### src/rtl/rcpc_pkg.sv
// ----------------------------------------------------------------------------
// rcpc_pkg: shared definitions for the RC pulse capture block
// Reset values, register indexes, shared-unit operation codes and the
// result item layout.
// ----------------------------------------------------------------------------
package rcpc_pkg;

   localparam int CHANNELS_DEF = 6;
   localparam int LEVELS_W     = 6;
   localparam int TIME_W       = 16;
   localparam int CHAN_W       = 4;
   localparam int ALIVE_W      = 8;
   localparam int CSR_IDX_W    = 3;
   localparam int CSR_DATA_W   = 16;

   // Register indexes on the configuration port.
   localparam logic [CSR_IDX_W-1:0] REG_RANGE_LOW    = 3'd0;
   localparam logic [CSR_IDX_W-1:0] REG_RANGE_HIGH   = 3'd1;
   localparam logic [CSR_IDX_W-1:0] REG_CENTER_WIDTH = 3'd2;
   localparam logic [CSR_IDX_W-1:0] REG_FAIL_SAFE    = 3'd3;
   localparam logic [CSR_IDX_W-1:0] REG_CHECK_PERIOD = 3'd4;
   localparam logic [CSR_IDX_W-1:0] REG_ALIVE_LIMIT  = 3'd5;

   // Reset values.
   localparam logic [15:0] RANGE_LOW_RST    = 16'd900;
   localparam logic [15:0] RANGE_HIGH_RST   = 16'd2100;
   localparam logic [15:0] CENTER_RST       = 16'd1500;
   localparam logic [15:0] VALUE_RST        = 16'd1500;
   localparam logic [15:0] SEEN_MIN_RST     = 16'd1200;
   localparam logic [15:0] SEEN_MAX_RST     = 16'd1800;
   localparam logic        FAIL_SAFE_RST    = 1'b1;
   localparam logic [7:0]  CHECK_PERIOD_RST = 8'd20;
   localparam logic [6:0]  ALIVE_LIMIT_RST  = 7'd20;

   // Shared arithmetic unit operations.
   typedef logic alu_op_type;
   localparam alu_op_type ALU_SUB    = 1'b0; // a - b, wrapped, with a < b flag
   localparam alu_op_type ALU_MIRROR = 1'b1; // saturate(2a - b) to 0..65535

   typedef struct packed {
      logic [TIME_W-1:0] value;
      logic              lt;
   } alu_res_type;

   typedef struct packed {
      logic                      kind;
      logic [CHAN_W-1:0]         channel;
      logic [TIME_W-1:0]         pulse_width;
      logic                      in_range;
      logic [TIME_W-1:0]         held_value;
      logic [TIME_W-1:0]         spread_low;
      logic [TIME_W-1:0]         spread_high;
      logic [ALIVE_W-1:0]        alive_level;
      logic                      signal_ok;
      logic                      last;
   } rsp_type;

endpackage

### src/rtl/rcpc_if.sv
// ----------------------------------------------------------------------------
// rcpc_if: channel interfaces of the RC pulse capture block
// Input sample channel, result channel and configuration write channel.
// ----------------------------------------------------------------------------
interface rcpc_req_if;
   logic        valid;
   logic        ready;
   logic        opcode;
   logic [5:0]  levels;
   logic [15:0] timestamp;

   modport source (output valid, opcode, levels, timestamp, input ready);
   modport sink   (input valid, opcode, levels, timestamp, output ready);
endinterface

interface rcpc_rsp_if;
   logic              valid;
   logic              ready;
   logic              kind;
   logic [3:0]        channel;
   logic [15:0]       pulse_width;
   logic              in_range;
   logic [15:0]       held_value;
   logic [15:0]       spread_low;
   logic [15:0]       spread_high;
   logic signed [7:0] alive_level;
   logic              signal_ok;
   logic              last;

   modport source (output valid, kind, channel, pulse_width, in_range, held_value,
                   spread_low, spread_high, alive_level, signal_ok, last,
                   input ready);
   modport sink   (input valid, kind, channel, pulse_width, in_range, held_value,
                   spread_low, spread_high, alive_level, signal_ok, last,
                   output ready);
endinterface

interface rcpc_csr_if;
   logic        valid;
   logic        ready;
   logic [2:0]  index;
   logic [15:0] data;

   modport source (output valid, index, data, input ready);
   modport sink   (input valid, index, data, output ready);
endinterface

### src/rtl/rc_pulse_capture_failsafe.sv
// ----------------------------------------------------------------------------
// rc_pulse_capture_failsafe: servo pulse capture with signal-loss failsafe
// Measures receiver pulse widths per channel, tracks value and spread, and
// runs a periodic alive check driven by timer ticks.
// ----------------------------------------------------------------------------
// Usage:
// An item on req_ch is either a pin sample (opcode 0: channel levels plus a
// microsecond timestamp) or a millisecond timer tick (opcode 1). req_ch is
// ready only while the sequencer is idle; one item is worked on at a time.
// A tick gives exactly one status item, which the tick state loads into the
// output register once that register is free. A pin sample walks the
// channels in order, one per cycle for each channel without a falling edge.
// Each channel with a falling edge then goes through the shared
// subtract/mirror unit: when its width is in range through width, two bound
// checks, min, max, two mirror/compare pairs and the hand-over, and when it
// is not through width, two bound checks and the hand-over; it gives one item.
// The last item of a sample or tick has last set; a sample without a falling
// edge gives no item. rsp_ch has a one-entry output register; when the
// receiver stalls the sequencer waits at the point where it would hand over
// the next item. csr_ch is always ready; registers are meant to be written
// while idle. Reset (synchronous, active high) restores register defaults,
// centers every channel value, resets the spread and clears the alive state.
// ----------------------------------------------------------------------------
module rc_pulse_capture_failsafe import rcpc_pkg::*; #(
   parameter int CHANNELS = CHANNELS_DEF
) (
   input  logic        clock,
   input  logic        reset,
   rcpc_req_if.sink    req_ch,
   rcpc_rsp_if.source  rsp_ch,
   rcpc_csr_if.sink    csr_ch
);

   localparam int CH_W = (CHANNELS > 1) ? $clog2(CHANNELS) : 1;
   localparam logic [CH_W-1:0] CH_LAST = CH_W'(CHANNELS - 1);

   // Sequencer states.
   localparam logic [3:0] ST_IDLE  = 4'd0;
   localparam logic [3:0] ST_TICK  = 4'd1;
   localparam logic [3:0] ST_SCAN  = 4'd2;
   localparam logic [3:0] ST_WIDTH = 4'd3;
   localparam logic [3:0] ST_LOCHK = 4'd4;
   localparam logic [3:0] ST_HICHK = 4'd5;
   localparam logic [3:0] ST_MIN   = 4'd6;
   localparam logic [3:0] ST_MAX   = 4'd7;
   localparam logic [3:0] ST_MIR1  = 4'd8;
   localparam logic [3:0] ST_CMP1  = 4'd9;
   localparam logic [3:0] ST_MIR2  = 4'd10;
   localparam logic [3:0] ST_CMP2  = 4'd11;
   localparam logic [3:0] ST_EMIT  = 4'd12;

   // Configuration registers.
   logic [15:0] range_low_ff, range_high_ff, center_ff;
   logic        fail_safe_ff;
   logic [7:0]  period_ff;
   logic [6:0]  limit_ff;

   // Control and channel state.
   logic [3:0]          state_ff, state_in;
   logic [CH_W-1:0]     ch_ff, ch_in;
   logic [CHANNELS-1:0] prev_ff, prev_in;
   logic [CHANNELS-1:0] now_ff, now_in;
   logic [CHANNELS-1:0] chg_ff, chg_in;
   logic [CHANNELS-1:0] fall_ff, fall_in;
   logic [CHANNELS-1:0] seen_ff, seen_in;
   logic [7:0]          alive_ff, alive_in;
   logic [7:0]          tick_ff, tick_in;
   logic [15:0]         rise_ff  [CHANNELS];
   logic [15:0]         rise_in  [CHANNELS];
   logic [15:0]         value_ff [CHANNELS];
   logic [15:0]         value_in [CHANNELS];
   logic [15:0]         min_ff   [CHANNELS];
   logic [15:0]         min_in   [CHANNELS];
   logic [15:0]         max_ff   [CHANNELS];
   logic [15:0]         max_in   [CHANNELS];

   // Working registers of the channel being measured.
   logic [15:0] ts_ff, ts_in;
   logic [15:0] d_ff, d_in;
   logic [15:0] m_ff, m_in;
   logic [15:0] cmin_ff, cmin_in;
   logic [15:0] cmax_ff, cmax_in;
   logic        lo_ok_ff, lo_ok_in;
   logic        inr_ff, inr_in;

   // Output register.
   logic    rsp_valid_ff, rsp_valid_in;
   rsp_type rsp_data_ff, rsp_data_in;

   // Shared unit.
   alu_op_type  alu_op;
   logic [15:0] alu_a, alu_b;
   alu_res_type alu_res;

   logic [CHANNELS+LEVELS_W-1:0] lvl_pad;
   logic [CHANNELS-1:0]          lvl_now;
   logic [CHANNELS-1:0]          fall_rest;
   logic                         out_free;
   logic                         advance;
   logic [8:0]                   asum;
   logic [7:0]                   aclamp;

   rcpc_alu u_alu (
      .op  (alu_op),
      .a   (alu_a),
      .b   (alu_b),
      .res (alu_res)
   );

   // Channels past the levels field read as low.
   assign lvl_pad = (CHANNELS + LEVELS_W)'(req_ch.levels);
   assign lvl_now = lvl_pad[CHANNELS-1:0];

   assign req_ch.ready = (state_ff == ST_IDLE);
   assign csr_ch.ready = 1'b1;
   assign out_free     = !rsp_valid_ff || rsp_ch.ready;

   assign rsp_ch.valid       = rsp_valid_ff;
   assign rsp_ch.kind        = rsp_data_ff.kind;
   assign rsp_ch.channel     = rsp_data_ff.channel;
   assign rsp_ch.pulse_width = rsp_data_ff.pulse_width;
   assign rsp_ch.in_range    = rsp_data_ff.in_range;
   assign rsp_ch.held_value  = rsp_data_ff.held_value;
   assign rsp_ch.spread_low  = rsp_data_ff.spread_low;
   assign rsp_ch.spread_high = rsp_data_ff.spread_high;
   assign rsp_ch.alive_level = $signed(rsp_data_ff.alive_level);
   assign rsp_ch.signal_ok   = rsp_data_ff.signal_ok;
   assign rsp_ch.last        = rsp_data_ff.last;

   // Operand selection for the shared unit, one operation per state.
   always_comb begin
      alu_op = ALU_SUB;
      alu_a  = d_ff;
      alu_b  = cmin_ff;
      case (state_ff)
         ST_WIDTH: begin
            alu_a = ts_ff;
            alu_b = rise_ff[ch_ff];
         end
         ST_LOCHK: begin
            alu_a = range_low_ff;
            alu_b = d_ff;
         end
         ST_HICHK: begin
            alu_a = d_ff;
            alu_b = range_high_ff;
         end
         ST_MIN: begin
            alu_a = d_ff;
            alu_b = cmin_ff;
         end
         ST_MAX: begin
            alu_a = cmax_ff;
            alu_b = d_ff;
         end
         ST_MIR1: begin
            alu_op = ALU_MIRROR;
            alu_a  = center_ff;
            alu_b  = cmax_ff;
         end
         ST_CMP1: begin
            alu_a = m_ff;
            alu_b = cmin_ff;
         end
         ST_MIR2: begin
            alu_op = ALU_MIRROR;
            alu_a  = center_ff;
            alu_b  = cmin_ff;
         end
         ST_CMP2: begin
            alu_a = cmax_ff;
            alu_b = m_ff;
         end
         default: begin
            alu_op = ALU_SUB;
         end
      endcase
   end

   // Alive counter step: one up when any channel pulsed, else one down,
   // clamped symmetrically to the configured limit.
   always_comb begin
      asum = {alive_ff[7], alive_ff} + ((|seen_ff) ? 9'd1 : 9'h1FF);
      if ($signed(asum) > $signed({2'b00, limit_ff})) begin
         aclamp = {1'b0, limit_ff};
      end else if ($signed(asum) < -$signed({2'b00, limit_ff})) begin
         aclamp = 8'd0 - {1'b0, limit_ff};
      end else begin
         aclamp = asum[7:0];
      end
   end

   always_comb begin
      fall_rest        = fall_ff;
      fall_rest[ch_ff] = 1'b0;
   end

   // Sequencer.
   always_comb begin
      state_in     = state_ff;
      ch_in        = ch_ff;
      prev_in      = prev_ff;
      now_in       = now_ff;
      chg_in       = chg_ff;
      fall_in      = fall_ff;
      seen_in      = seen_ff;
      alive_in     = alive_ff;
      tick_in      = tick_ff;
      rise_in      = rise_ff;
      value_in     = value_ff;
      min_in       = min_ff;
      max_in       = max_ff;
      ts_in        = ts_ff;
      d_in         = d_ff;
      m_in         = m_ff;
      cmin_in      = cmin_ff;
      cmax_in      = cmax_ff;
      lo_ok_in     = lo_ok_ff;
      inr_in       = inr_ff;
      rsp_valid_in = rsp_valid_ff && !rsp_ch.ready;
      rsp_data_in  = rsp_data_ff;
      advance      = 1'b0;

      case (state_ff)
         ST_IDLE: begin
            if (req_ch.valid) begin
               if (req_ch.opcode) begin
                  state_in = ST_TICK;
               end else begin
                  now_in   = lvl_now;
                  chg_in   = lvl_now ^ prev_ff;
                  fall_in  = (lvl_now ^ prev_ff) & ~lvl_now;
                  prev_in  = lvl_now;
                  ts_in    = req_ch.timestamp;
                  ch_in    = '0;
                  state_in = ST_SCAN;
               end
            end
         end
         ST_TICK: begin
            if (out_free) begin
               rsp_valid_in            = 1'b1;
               rsp_data_in             = '0;
               rsp_data_in.kind        = 1'b1;
               rsp_data_in.last        = 1'b1;
               rsp_data_in.alive_level = alive_ff;
               rsp_data_in.signal_ok   = !alive_ff[7] && (alive_ff != 8'd0);
               if (tick_ff < period_ff) begin
                  tick_in = tick_ff + 8'd1;
               end else begin
                  tick_in  = '0;
                  alive_in = aclamp;
                  seen_in  = '0;
                  rsp_data_in.alive_level = aclamp;
                  rsp_data_in.signal_ok   = !aclamp[7] && (aclamp != 8'd0);
                  if ((aclamp[7] || aclamp == 8'd0) && fail_safe_ff) begin
                     for (int i = 0; i < CHANNELS; i++) begin
                        value_in[i] = center_ff;
                     end
                  end
               end
               state_in = ST_IDLE;
            end
         end
         ST_SCAN: begin
            if (chg_ff[ch_ff] && now_ff[ch_ff]) begin
               rise_in[ch_ff] = ts_ff;
               advance        = 1'b1;
            end else if (chg_ff[ch_ff]) begin
               cmin_in  = min_ff[ch_ff];
               cmax_in  = max_ff[ch_ff];
               state_in = ST_WIDTH;
            end else begin
               advance = 1'b1;
            end
         end
         ST_WIDTH: begin
            d_in     = alu_res.value;
            state_in = ST_LOCHK;
         end
         ST_LOCHK: begin
            lo_ok_in = alu_res.lt;
            state_in = ST_HICHK;
         end
         ST_HICHK: begin
            inr_in = lo_ok_ff && alu_res.lt;
            if (lo_ok_ff && alu_res.lt) begin
               value_in[ch_ff] = d_ff;
               state_in        = ST_MIN;
            end else begin
               state_in = ST_EMIT;
            end
         end
         ST_MIN: begin
            if (alu_res.lt) begin
               cmin_in = d_ff;
            end
            state_in = ST_MAX;
         end
         ST_MAX: begin
            if (alu_res.lt) begin
               cmax_in = d_ff;
            end
            state_in = ST_MIR1;
         end
         ST_MIR1: begin
            m_in     = alu_res.value;
            state_in = ST_CMP1;
         end
         ST_CMP1: begin
            if (alu_res.lt) begin
               cmin_in = m_ff;
            end
            state_in = ST_MIR2;
         end
         ST_MIR2: begin
            m_in     = alu_res.value;
            state_in = ST_CMP2;
         end
         ST_CMP2: begin
            if (alu_res.lt) begin
               cmax_in = m_ff;
            end
            state_in = ST_EMIT;
         end
         ST_EMIT: begin
            if (out_free) begin
               rsp_valid_in            = 1'b1;
               rsp_data_in.kind        = 1'b0;
               rsp_data_in.channel     = CHAN_W'(ch_ff);
               rsp_data_in.pulse_width = d_ff;
               rsp_data_in.in_range    = inr_ff;
               rsp_data_in.held_value  = value_ff[ch_ff];
               rsp_data_in.spread_low  = cmin_ff;
               rsp_data_in.spread_high = cmax_ff;
               rsp_data_in.alive_level = alive_ff;
               rsp_data_in.signal_ok   = !alive_ff[7] && (alive_ff != 8'd0);
               rsp_data_in.last        = (fall_rest == '0);
               min_in[ch_ff]  = cmin_ff;
               max_in[ch_ff]  = cmax_ff;
               seen_in[ch_ff] = 1'b1;
               fall_in        = fall_rest;
               advance        = 1'b1;
            end
         end
         default: begin
            state_in = ST_IDLE;
         end
      endcase

      if (advance) begin
         if (ch_ff == CH_LAST) begin
            state_in = ST_IDLE;
         end else begin
            ch_in    = ch_ff + 1'b1;
            state_in = ST_SCAN;
         end
      end
   end

   // Configuration writes.
   always_ff @(posedge clock) begin
      if (reset) begin
         range_low_ff  <= RANGE_LOW_RST;
         range_high_ff <= RANGE_HIGH_RST;
         center_ff     <= CENTER_RST;
         fail_safe_ff  <= FAIL_SAFE_RST;
         period_ff     <= CHECK_PERIOD_RST;
         limit_ff      <= ALIVE_LIMIT_RST;
      end else if (csr_ch.valid) begin
         case (csr_ch.index)
            REG_RANGE_LOW:    range_low_ff  <= csr_ch.data;
            REG_RANGE_HIGH:   range_high_ff <= csr_ch.data;
            REG_CENTER_WIDTH: center_ff     <= csr_ch.data;
            REG_FAIL_SAFE:    fail_safe_ff  <= csr_ch.data[0];
            REG_CHECK_PERIOD: period_ff     <= csr_ch.data[7:0];
            REG_ALIVE_LIMIT:  limit_ff      <= csr_ch.data[6:0];
            default: begin
            end
         endcase
      end
   end

   // Control and channel state.
   always_ff @(posedge clock) begin
      if (reset) begin
         state_ff     <= ST_IDLE;
         ch_ff        <= '0;
         prev_ff      <= '0;
         fall_ff      <= '0;
         seen_ff      <= '0;
         alive_ff     <= '0;
         tick_ff      <= '0;
         rsp_valid_ff <= 1'b0;
         for (int i = 0; i < CHANNELS; i++) begin
            rise_ff[i]  <= '0;
            value_ff[i] <= VALUE_RST;
            min_ff[i]   <= SEEN_MIN_RST;
            max_ff[i]   <= SEEN_MAX_RST;
         end
      end else begin
         state_ff     <= state_in;
         ch_ff        <= ch_in;
         prev_ff      <= prev_in;
         fall_ff      <= fall_in;
         seen_ff      <= seen_in;
         alive_ff     <= alive_in;
         tick_ff      <= tick_in;
         rsp_valid_ff <= rsp_valid_in;
         rise_ff      <= rise_in;
         value_ff     <= value_in;
         min_ff       <= min_in;
         max_ff       <= max_in;
      end
   end

   // Payload and working registers.
   always_ff @(posedge clock) begin
      now_ff      <= now_in;
      chg_ff      <= chg_in;
      ts_ff       <= ts_in;
      d_ff        <= d_in;
      m_ff        <= m_in;
      cmin_ff     <= cmin_in;
      cmax_ff     <= cmax_in;
      lo_ok_ff    <= lo_ok_in;
      inr_ff      <= inr_in;
      rsp_data_ff <= rsp_data_in;
   end

endmodule

### src/rtl/rcpc_alu.sv
// ----------------------------------------------------------------------------
// rcpc_alu: shared subtract and mirror unit
// One 18-bit subtractor that serves width measurement, bound checks and
// the saturated mirror of the spread about the center.
// ----------------------------------------------------------------------------
module rcpc_alu import rcpc_pkg::*; (
   input  alu_op_type        op,
   input  logic [TIME_W-1:0] a,
   input  logic [TIME_W-1:0] b,
   output alu_res_type       res
);

   logic [TIME_W+1:0] opa;
   logic [TIME_W+1:0] diff;

   always_comb begin
      // The mirror works on twice the center, so the minuend is shifted.
      if (op == ALU_MIRROR) begin
         opa = {1'b0, a, 1'b0};
      end else begin
         opa = {2'b00, a};
      end
      diff = opa - {2'b00, b};
      res.lt = diff[TIME_W+1];
      if (op == ALU_MIRROR) begin
         if (diff[TIME_W+1]) begin
            res.value = '0;
         end else if (diff[TIME_W]) begin
            res.value = '1;
         end else begin
            res.value = diff[TIME_W-1:0];
         end
      end else begin
         res.value = diff[TIME_W-1:0];
      end
   end

endmodule

### src/flat_wrapper.sv
// flat-port wrapper written by rule: the top's interface ports become plain ports
module rc_pulse_capture_failsafe_flat import rcpc_pkg::*;
#(
   parameter int CHANNELS = CHANNELS_DEF
)
  (clock, reset, req_ch_valid, req_ch_opcode, req_ch_levels, req_ch_timestamp, req_ch_ready, rsp_ch_valid, rsp_ch_kind, rsp_ch_channel, rsp_ch_pulse_width, rsp_ch_in_range, rsp_ch_held_value, rsp_ch_spread_low, rsp_ch_spread_high, rsp_ch_alive_level, rsp_ch_signal_ok, rsp_ch_last, rsp_ch_ready, csr_ch_valid, csr_ch_index, csr_ch_data, csr_ch_ready);
  rcpc_req_if req_ch_i ();
  rcpc_rsp_if rsp_ch_i ();
  rcpc_csr_if csr_ch_i ();
  input  logic clock;
  input  logic reset;
  input wire logic [$bits(req_ch_i.valid)-1:0] req_ch_valid;
  input wire logic [$bits(req_ch_i.opcode)-1:0] req_ch_opcode;
  input wire logic [$bits(req_ch_i.levels)-1:0] req_ch_levels;
  input wire logic [$bits(req_ch_i.timestamp)-1:0] req_ch_timestamp;
  output wire logic [$bits(req_ch_i.ready)-1:0] req_ch_ready;
  output wire logic [$bits(rsp_ch_i.valid)-1:0] rsp_ch_valid;
  output wire logic [$bits(rsp_ch_i.kind)-1:0] rsp_ch_kind;
  output wire logic [$bits(rsp_ch_i.channel)-1:0] rsp_ch_channel;
  output wire logic [$bits(rsp_ch_i.pulse_width)-1:0] rsp_ch_pulse_width;
  output wire logic [$bits(rsp_ch_i.in_range)-1:0] rsp_ch_in_range;
  output wire logic [$bits(rsp_ch_i.held_value)-1:0] rsp_ch_held_value;
  output wire logic [$bits(rsp_ch_i.spread_low)-1:0] rsp_ch_spread_low;
  output wire logic [$bits(rsp_ch_i.spread_high)-1:0] rsp_ch_spread_high;
  output wire logic [$bits(rsp_ch_i.alive_level)-1:0] rsp_ch_alive_level;
  output wire logic [$bits(rsp_ch_i.signal_ok)-1:0] rsp_ch_signal_ok;
  output wire logic [$bits(rsp_ch_i.last)-1:0] rsp_ch_last;
  input wire logic [$bits(rsp_ch_i.ready)-1:0] rsp_ch_ready;
  input wire logic [$bits(csr_ch_i.valid)-1:0] csr_ch_valid;
  input wire logic [$bits(csr_ch_i.index)-1:0] csr_ch_index;
  input wire logic [$bits(csr_ch_i.data)-1:0] csr_ch_data;
  output wire logic [$bits(csr_ch_i.ready)-1:0] csr_ch_ready;
  assign req_ch_i.valid = req_ch_valid;
  assign req_ch_i.opcode = req_ch_opcode;
  assign req_ch_i.levels = req_ch_levels;
  assign req_ch_i.timestamp = req_ch_timestamp;
  assign req_ch_ready = req_ch_i.ready;
  assign rsp_ch_valid = rsp_ch_i.valid;
  assign rsp_ch_kind = rsp_ch_i.kind;
  assign rsp_ch_channel = rsp_ch_i.channel;
  assign rsp_ch_pulse_width = rsp_ch_i.pulse_width;
  assign rsp_ch_in_range = rsp_ch_i.in_range;
  assign rsp_ch_held_value = rsp_ch_i.held_value;
  assign rsp_ch_spread_low = rsp_ch_i.spread_low;
  assign rsp_ch_spread_high = rsp_ch_i.spread_high;
  assign rsp_ch_alive_level = rsp_ch_i.alive_level;
  assign rsp_ch_signal_ok = rsp_ch_i.signal_ok;
  assign rsp_ch_last = rsp_ch_i.last;
  assign rsp_ch_i.ready = rsp_ch_ready;
  assign csr_ch_i.valid = csr_ch_valid;
  assign csr_ch_i.index = csr_ch_index;
  assign csr_ch_i.data = csr_ch_data;
  assign csr_ch_ready = csr_ch_i.ready;
  rc_pulse_capture_failsafe #(.CHANNELS(CHANNELS)) u_core (.clock(clock), .reset(reset), .req_ch(req_ch_i), .rsp_ch(rsp_ch_i), .csr_ch(csr_ch_i));
endmodule
### config.mk
export PLATFORM = sky130hd
export DESIGN_NAME = rc_pulse_capture_failsafe_flat
export DESIGN_NICKNAME = d
export VERILOG_FILES = /design/src/rtl/rcpc_pkg.sv /design/src/rtl/rcpc_if.sv /design/src/rtl/rc_pulse_capture_failsafe.sv /design/src/rtl/rcpc_alu.sv /design/src/flat_wrapper.sv
export SDC_FILE = /design/constraint.sdc
export NUM_CORES = 1
export LEC_CHECK = 0
export BUFFER_PORTS_ARGS = -buffer_cell sky130_fd_sc_hd__buf_2
export CAP_MARGIN = 25
export CORE_ASPECT_RATIO = 2
export CORE_MARGIN = 4
export CORE_UTILIZATION = 65
export CTS_CLUSTER_DIAMETER = 40
export DETAILED_ROUTE_END_ITERATION = 16
export PLACE_DENSITY_LB_ADDON = 0.25
export SYNTH_ARGS = -nofsm -noshare
export SYNTH_HDL_FRONTEND = slang
export SYNTH_SLANG_ARGS = --single-unit
### constraint.sdc
create_clock -name clock -period 9.71 [get_ports clock]
set_clock_uncertainty 0.05 [all_clocks]
set_input_delay 1.942 -clock clock [delete_from_list [all_inputs] [get_ports clock]]
set_output_delay 1.942 -clock clock [all_outputs]
set_load 0.005 [all_outputs]
==> results.txt <==
Worst Path Arrival -> 7.56 ns
First-pass GRT wire length -> 156000 microns
Setup WS post-layout -> 2.61 ns
Period minus WS final -> 7.10 ns
Remaining DRCs -> 0
Post-Syn Instances -> 3296
Final GP Congestion -> 1.03
DRT iter0 DRCs -> 3242
Final WL -> 104000 microns
Vias in the first global route -> 25922
Cts bufs inserted -> 57
Least-Margin Pin Slew -> 1.10 ns
Distinct cells, synth -> 73
Die ar. -> 0.0499 sq mm
FMAX -> 141 MHz
Max-cap violations -> 0
Status -> completed
Ports -> 130
Clock Pin Slew Worst Setup and Hold Paths -> 0.07 ns
Worst Hold Slack -> 0.405 ns
Cell Area, Synth -> 0.0300 sq mm
Initial Utilization -> 0.656
Slew margin rel. -> 0.262
Ys async rst share -> 0
Die height -> 312 microns
CTS root buf -> clkbuf_16
Synth Area in Adders -> 0.0223
Routed via count -> 26287
GRT Total Usage -> 0.404
Drt via density -> 6.77
Congestion Overflow GR -> 0
Seq cells post-synth -> 663
Crit start category -> flip-flop
Mux share of post-synthesis cell area -> 0.0848
Clock sinks -> 663
Post-Place Worst Slack -> 2.78 ns
Number of routed nets with antenna violations -> 0
# placed instances -> 3761
Syn Nets -> 3396
Post-cts gate resize count -> 0
Crit path kind -> flip-flop to flip-flop
Area growth syn-to-layout -> 9.53%
CP max FO -> 54
Initial antenna violation count -> 2
Max VDD drop -> 0.000236 V
Critical path startpoint -> u_core.state_ff[0]
Die Width -> 160 microns
Drt pass-1 iters -> 6
Dominant synthesized flop cell -> dfxtp_1
Crit Reg-Reg Startpoint -> u_core.state_ff[0]
Final setup TNS -> 0 ns
Clock Tree Buf Depth -> 3
Post-synthesis sequential area ratio -> 0.499
Share of cells above drive strength 1 -> 0.128
HP Class -> flip-flop to flip-flop
Synth Area in XOR/XNOR -> 0.00845
Fillers -> 3381
Simple-Gate Fraction of Synth Area -> 0.179
Synth warn -> 0
CP Capture Type -> flip-flop
Postcts setup bufs -> 0
Post-synth EDFFs -> 173
FP Rows -> 111
Hold path start -> u_core.period_ff[7]
Port bufs -> 127
Number of nets in the layout -> 3362
Non-filler cells, final -> 3881
Pwr Total -> 7.54 mW
CP required -> 10.17 ns
Most frequent cells in the layout -> 684 x nand2_1, 490 x dfxtp_1, 256 x a21oi_1, 223 x a22oi_1, 208 x nor2_1
Wirelength per Cell -> 26.9 microns
CTS tree -> built
Setup-failing EPs final -> 0
Final Max Tran Viols -> 0
# H-tree levels -> 2
Avg Inst Size Synth -> 9.12 sq um
Hold-fix buffers, CTS -> 0
Pwr/cell area -> 229 mW/mm^2
Clk_lat worst skew -> 0.62 ns
Hold Vio Cnt, Final -> 0
Compound-Gate Fraction of Synth Area -> 0.163
Most common cell after layout, fill and taps aside -> nand2_1
Pleak -> 12.2 nW
RSZ-0062 raised after global routing -> false
Largest net degree at the start of global routing -> 130
Largest family of logic cells by synthesized area -> simple AND/OR/NAND/NOR gates
Fin crit share -> 0.731
Core Area -> 0.0458 sq mm
HPWL Detailed -> 69700 microns
==> worst paths after layout <==
kind                         endpoint  slack [ns]  cells after the start
setup / recovery  u_core.value_ff[12]        2.61                     16
hold / removal    u_core.period_ff[7]        0.40                      2
setup reg to reg  u_core.value_ff[12]        2.61                     16
hold reg to reg   u_core.period_ff[7]        0.40                      2
==> power by group <==
part | total, mW | leakage (nW) | internal (mW) | switching [mW]
logic | 1.72 | 5.64 | 0.579 | 1.15
registers | 3.42 | 5.55 | 3.12 | 0.292
clock network | 2.40 | 0.971 | 1.33 | 1.08
==> cell type report <==
class | count | area [sq um] | area share
clock inverter | 35 | 380 | 0.0116
clock buffer | 73 | 1610 | 0.0490
antenna | 5 | 12.5 | 0.000380
sequential | 663 | 15000 | 0.456
tap | 565 | 707 | 0.0215
multi-input combinational | 2303 | 13800 | 0.421
timing repair buffer | 182 | 1150 | 0.0349
inverter | 55 | 206 | 0.00627
==> layer usage <==
layer	track usage	wire, microns	vias to the layer above
met5	0	0	-
met4	0.322	10300	0
met3	0.0698	9320	507
met2	0.689	50400	1665
met1	0.440	34200	12530
li1	-	-	11585
==> worst max-delay path: stages (launching register included) <==
cell	delay [ns]
dfxtp_1	0.54
nor2_4	0.87
and2_1	0.72
nor3_2	0.09
buf_4	0.24
o41ai_1	0.63
o21ai_0	0.17
ha_1	0.37
nand3_1	0.14
o22ai_1	0.11
a21o_1	0.19
nor4b_1	0.24
nand2_1	0.25
a22oi_1	0.75
o2111ai_1	0.28
o21ai_2	0.88
mux2_2	0.43
==> synth_stat cells (10+ instances only) <==
cell | n | share of area
a21o_1 | 14 | 0.0035
a21oi_1 | 256 | 0.043
a221o_1 | 20 | 0.0067
a221oi_1 | 33 | 0.0096
a222oi_1 | 15 | 0.0050
a22oi_1 | 223 | 0.056
a31oi_1 | 36 | 0.0075
and3_1 | 61 | 0.013
buf_1 | 21 | 0.0026
buf_2 | 10 | 0.0017
clkbuf_1 | 235 | 0.029
dfxtp_1 | 490 | 0.33
edfxtp_1 | 173 | 0.17
ha_1 | 52 | 0.022
inv_1 | 52 | 0.0065
mux2_2 | 90 | 0.034
mux2i_1 | 151 | 0.050
nand2_1 | 690 | 0.086
nand2b_1 | 11 | 0.0023
nand3_1 | 118 | 0.020
nor2_1 | 224 | 0.028
nor2b_1 | 66 | 0.014
nor3_1 | 16 | 0.0027
o21ai_0 | 50 | 0.0083
o22ai_1 | 20 | 0.0042
xnor2_1 | 15 | 0.0044
xor2_1 | 14 | 0.0041
==> registers in the layout, summed over array words and instances (netlist names), 7 cells and up <==
name / count
u_core.rsp_ch.spread_high: 16
u_core.rise_ff: 96
u_core.rsp_ch.spread_low: 16
u_core.m_ff: 16
u_core.range_low_ff: 16
u_core.rsp_ch.held_value: 16
u_core.tick_ff: 8
u_core.alive_ff: 8
u_core.range_high_ff: 16
u_core.period_ff: 8
u_core.ts_ff: 16
u_core.max_ff: 96
u_core.value_ff: 96
u_core.rsp_ch.alive_level: 8
u_core.d_ff: 16
u_core.limit_ff: 7
u_core.cmin_ff: 16
u_core.cmax_ff: 16
u_core.min_ff: 96
u_core.rsp_ch.pulse_width: 16
u_core.center_ff: 16
==> per-stage QoR <==
stage,area (sq um),utilization
3_3_place_gp,30800,0.671
5_1_grt,32900,0.718
6_report,32900,0.718
2_1_floorplan,30000,-
4_1_cts,32800,0.715
3_5_place_dp,30800,0.671
==> kinds of logic after synthesis <==
logic type / after synthesis
AND/OR/NAND/NOR: 1240
flip-flops: 663
other: 2
multiplexers: 242
buffers and inverters: 330
AO/OA/AOI/OAI: 737
adder cells (fa/ha/maj): 53
XOR/XNOR: 29
(Power assumes the default switching activity.)
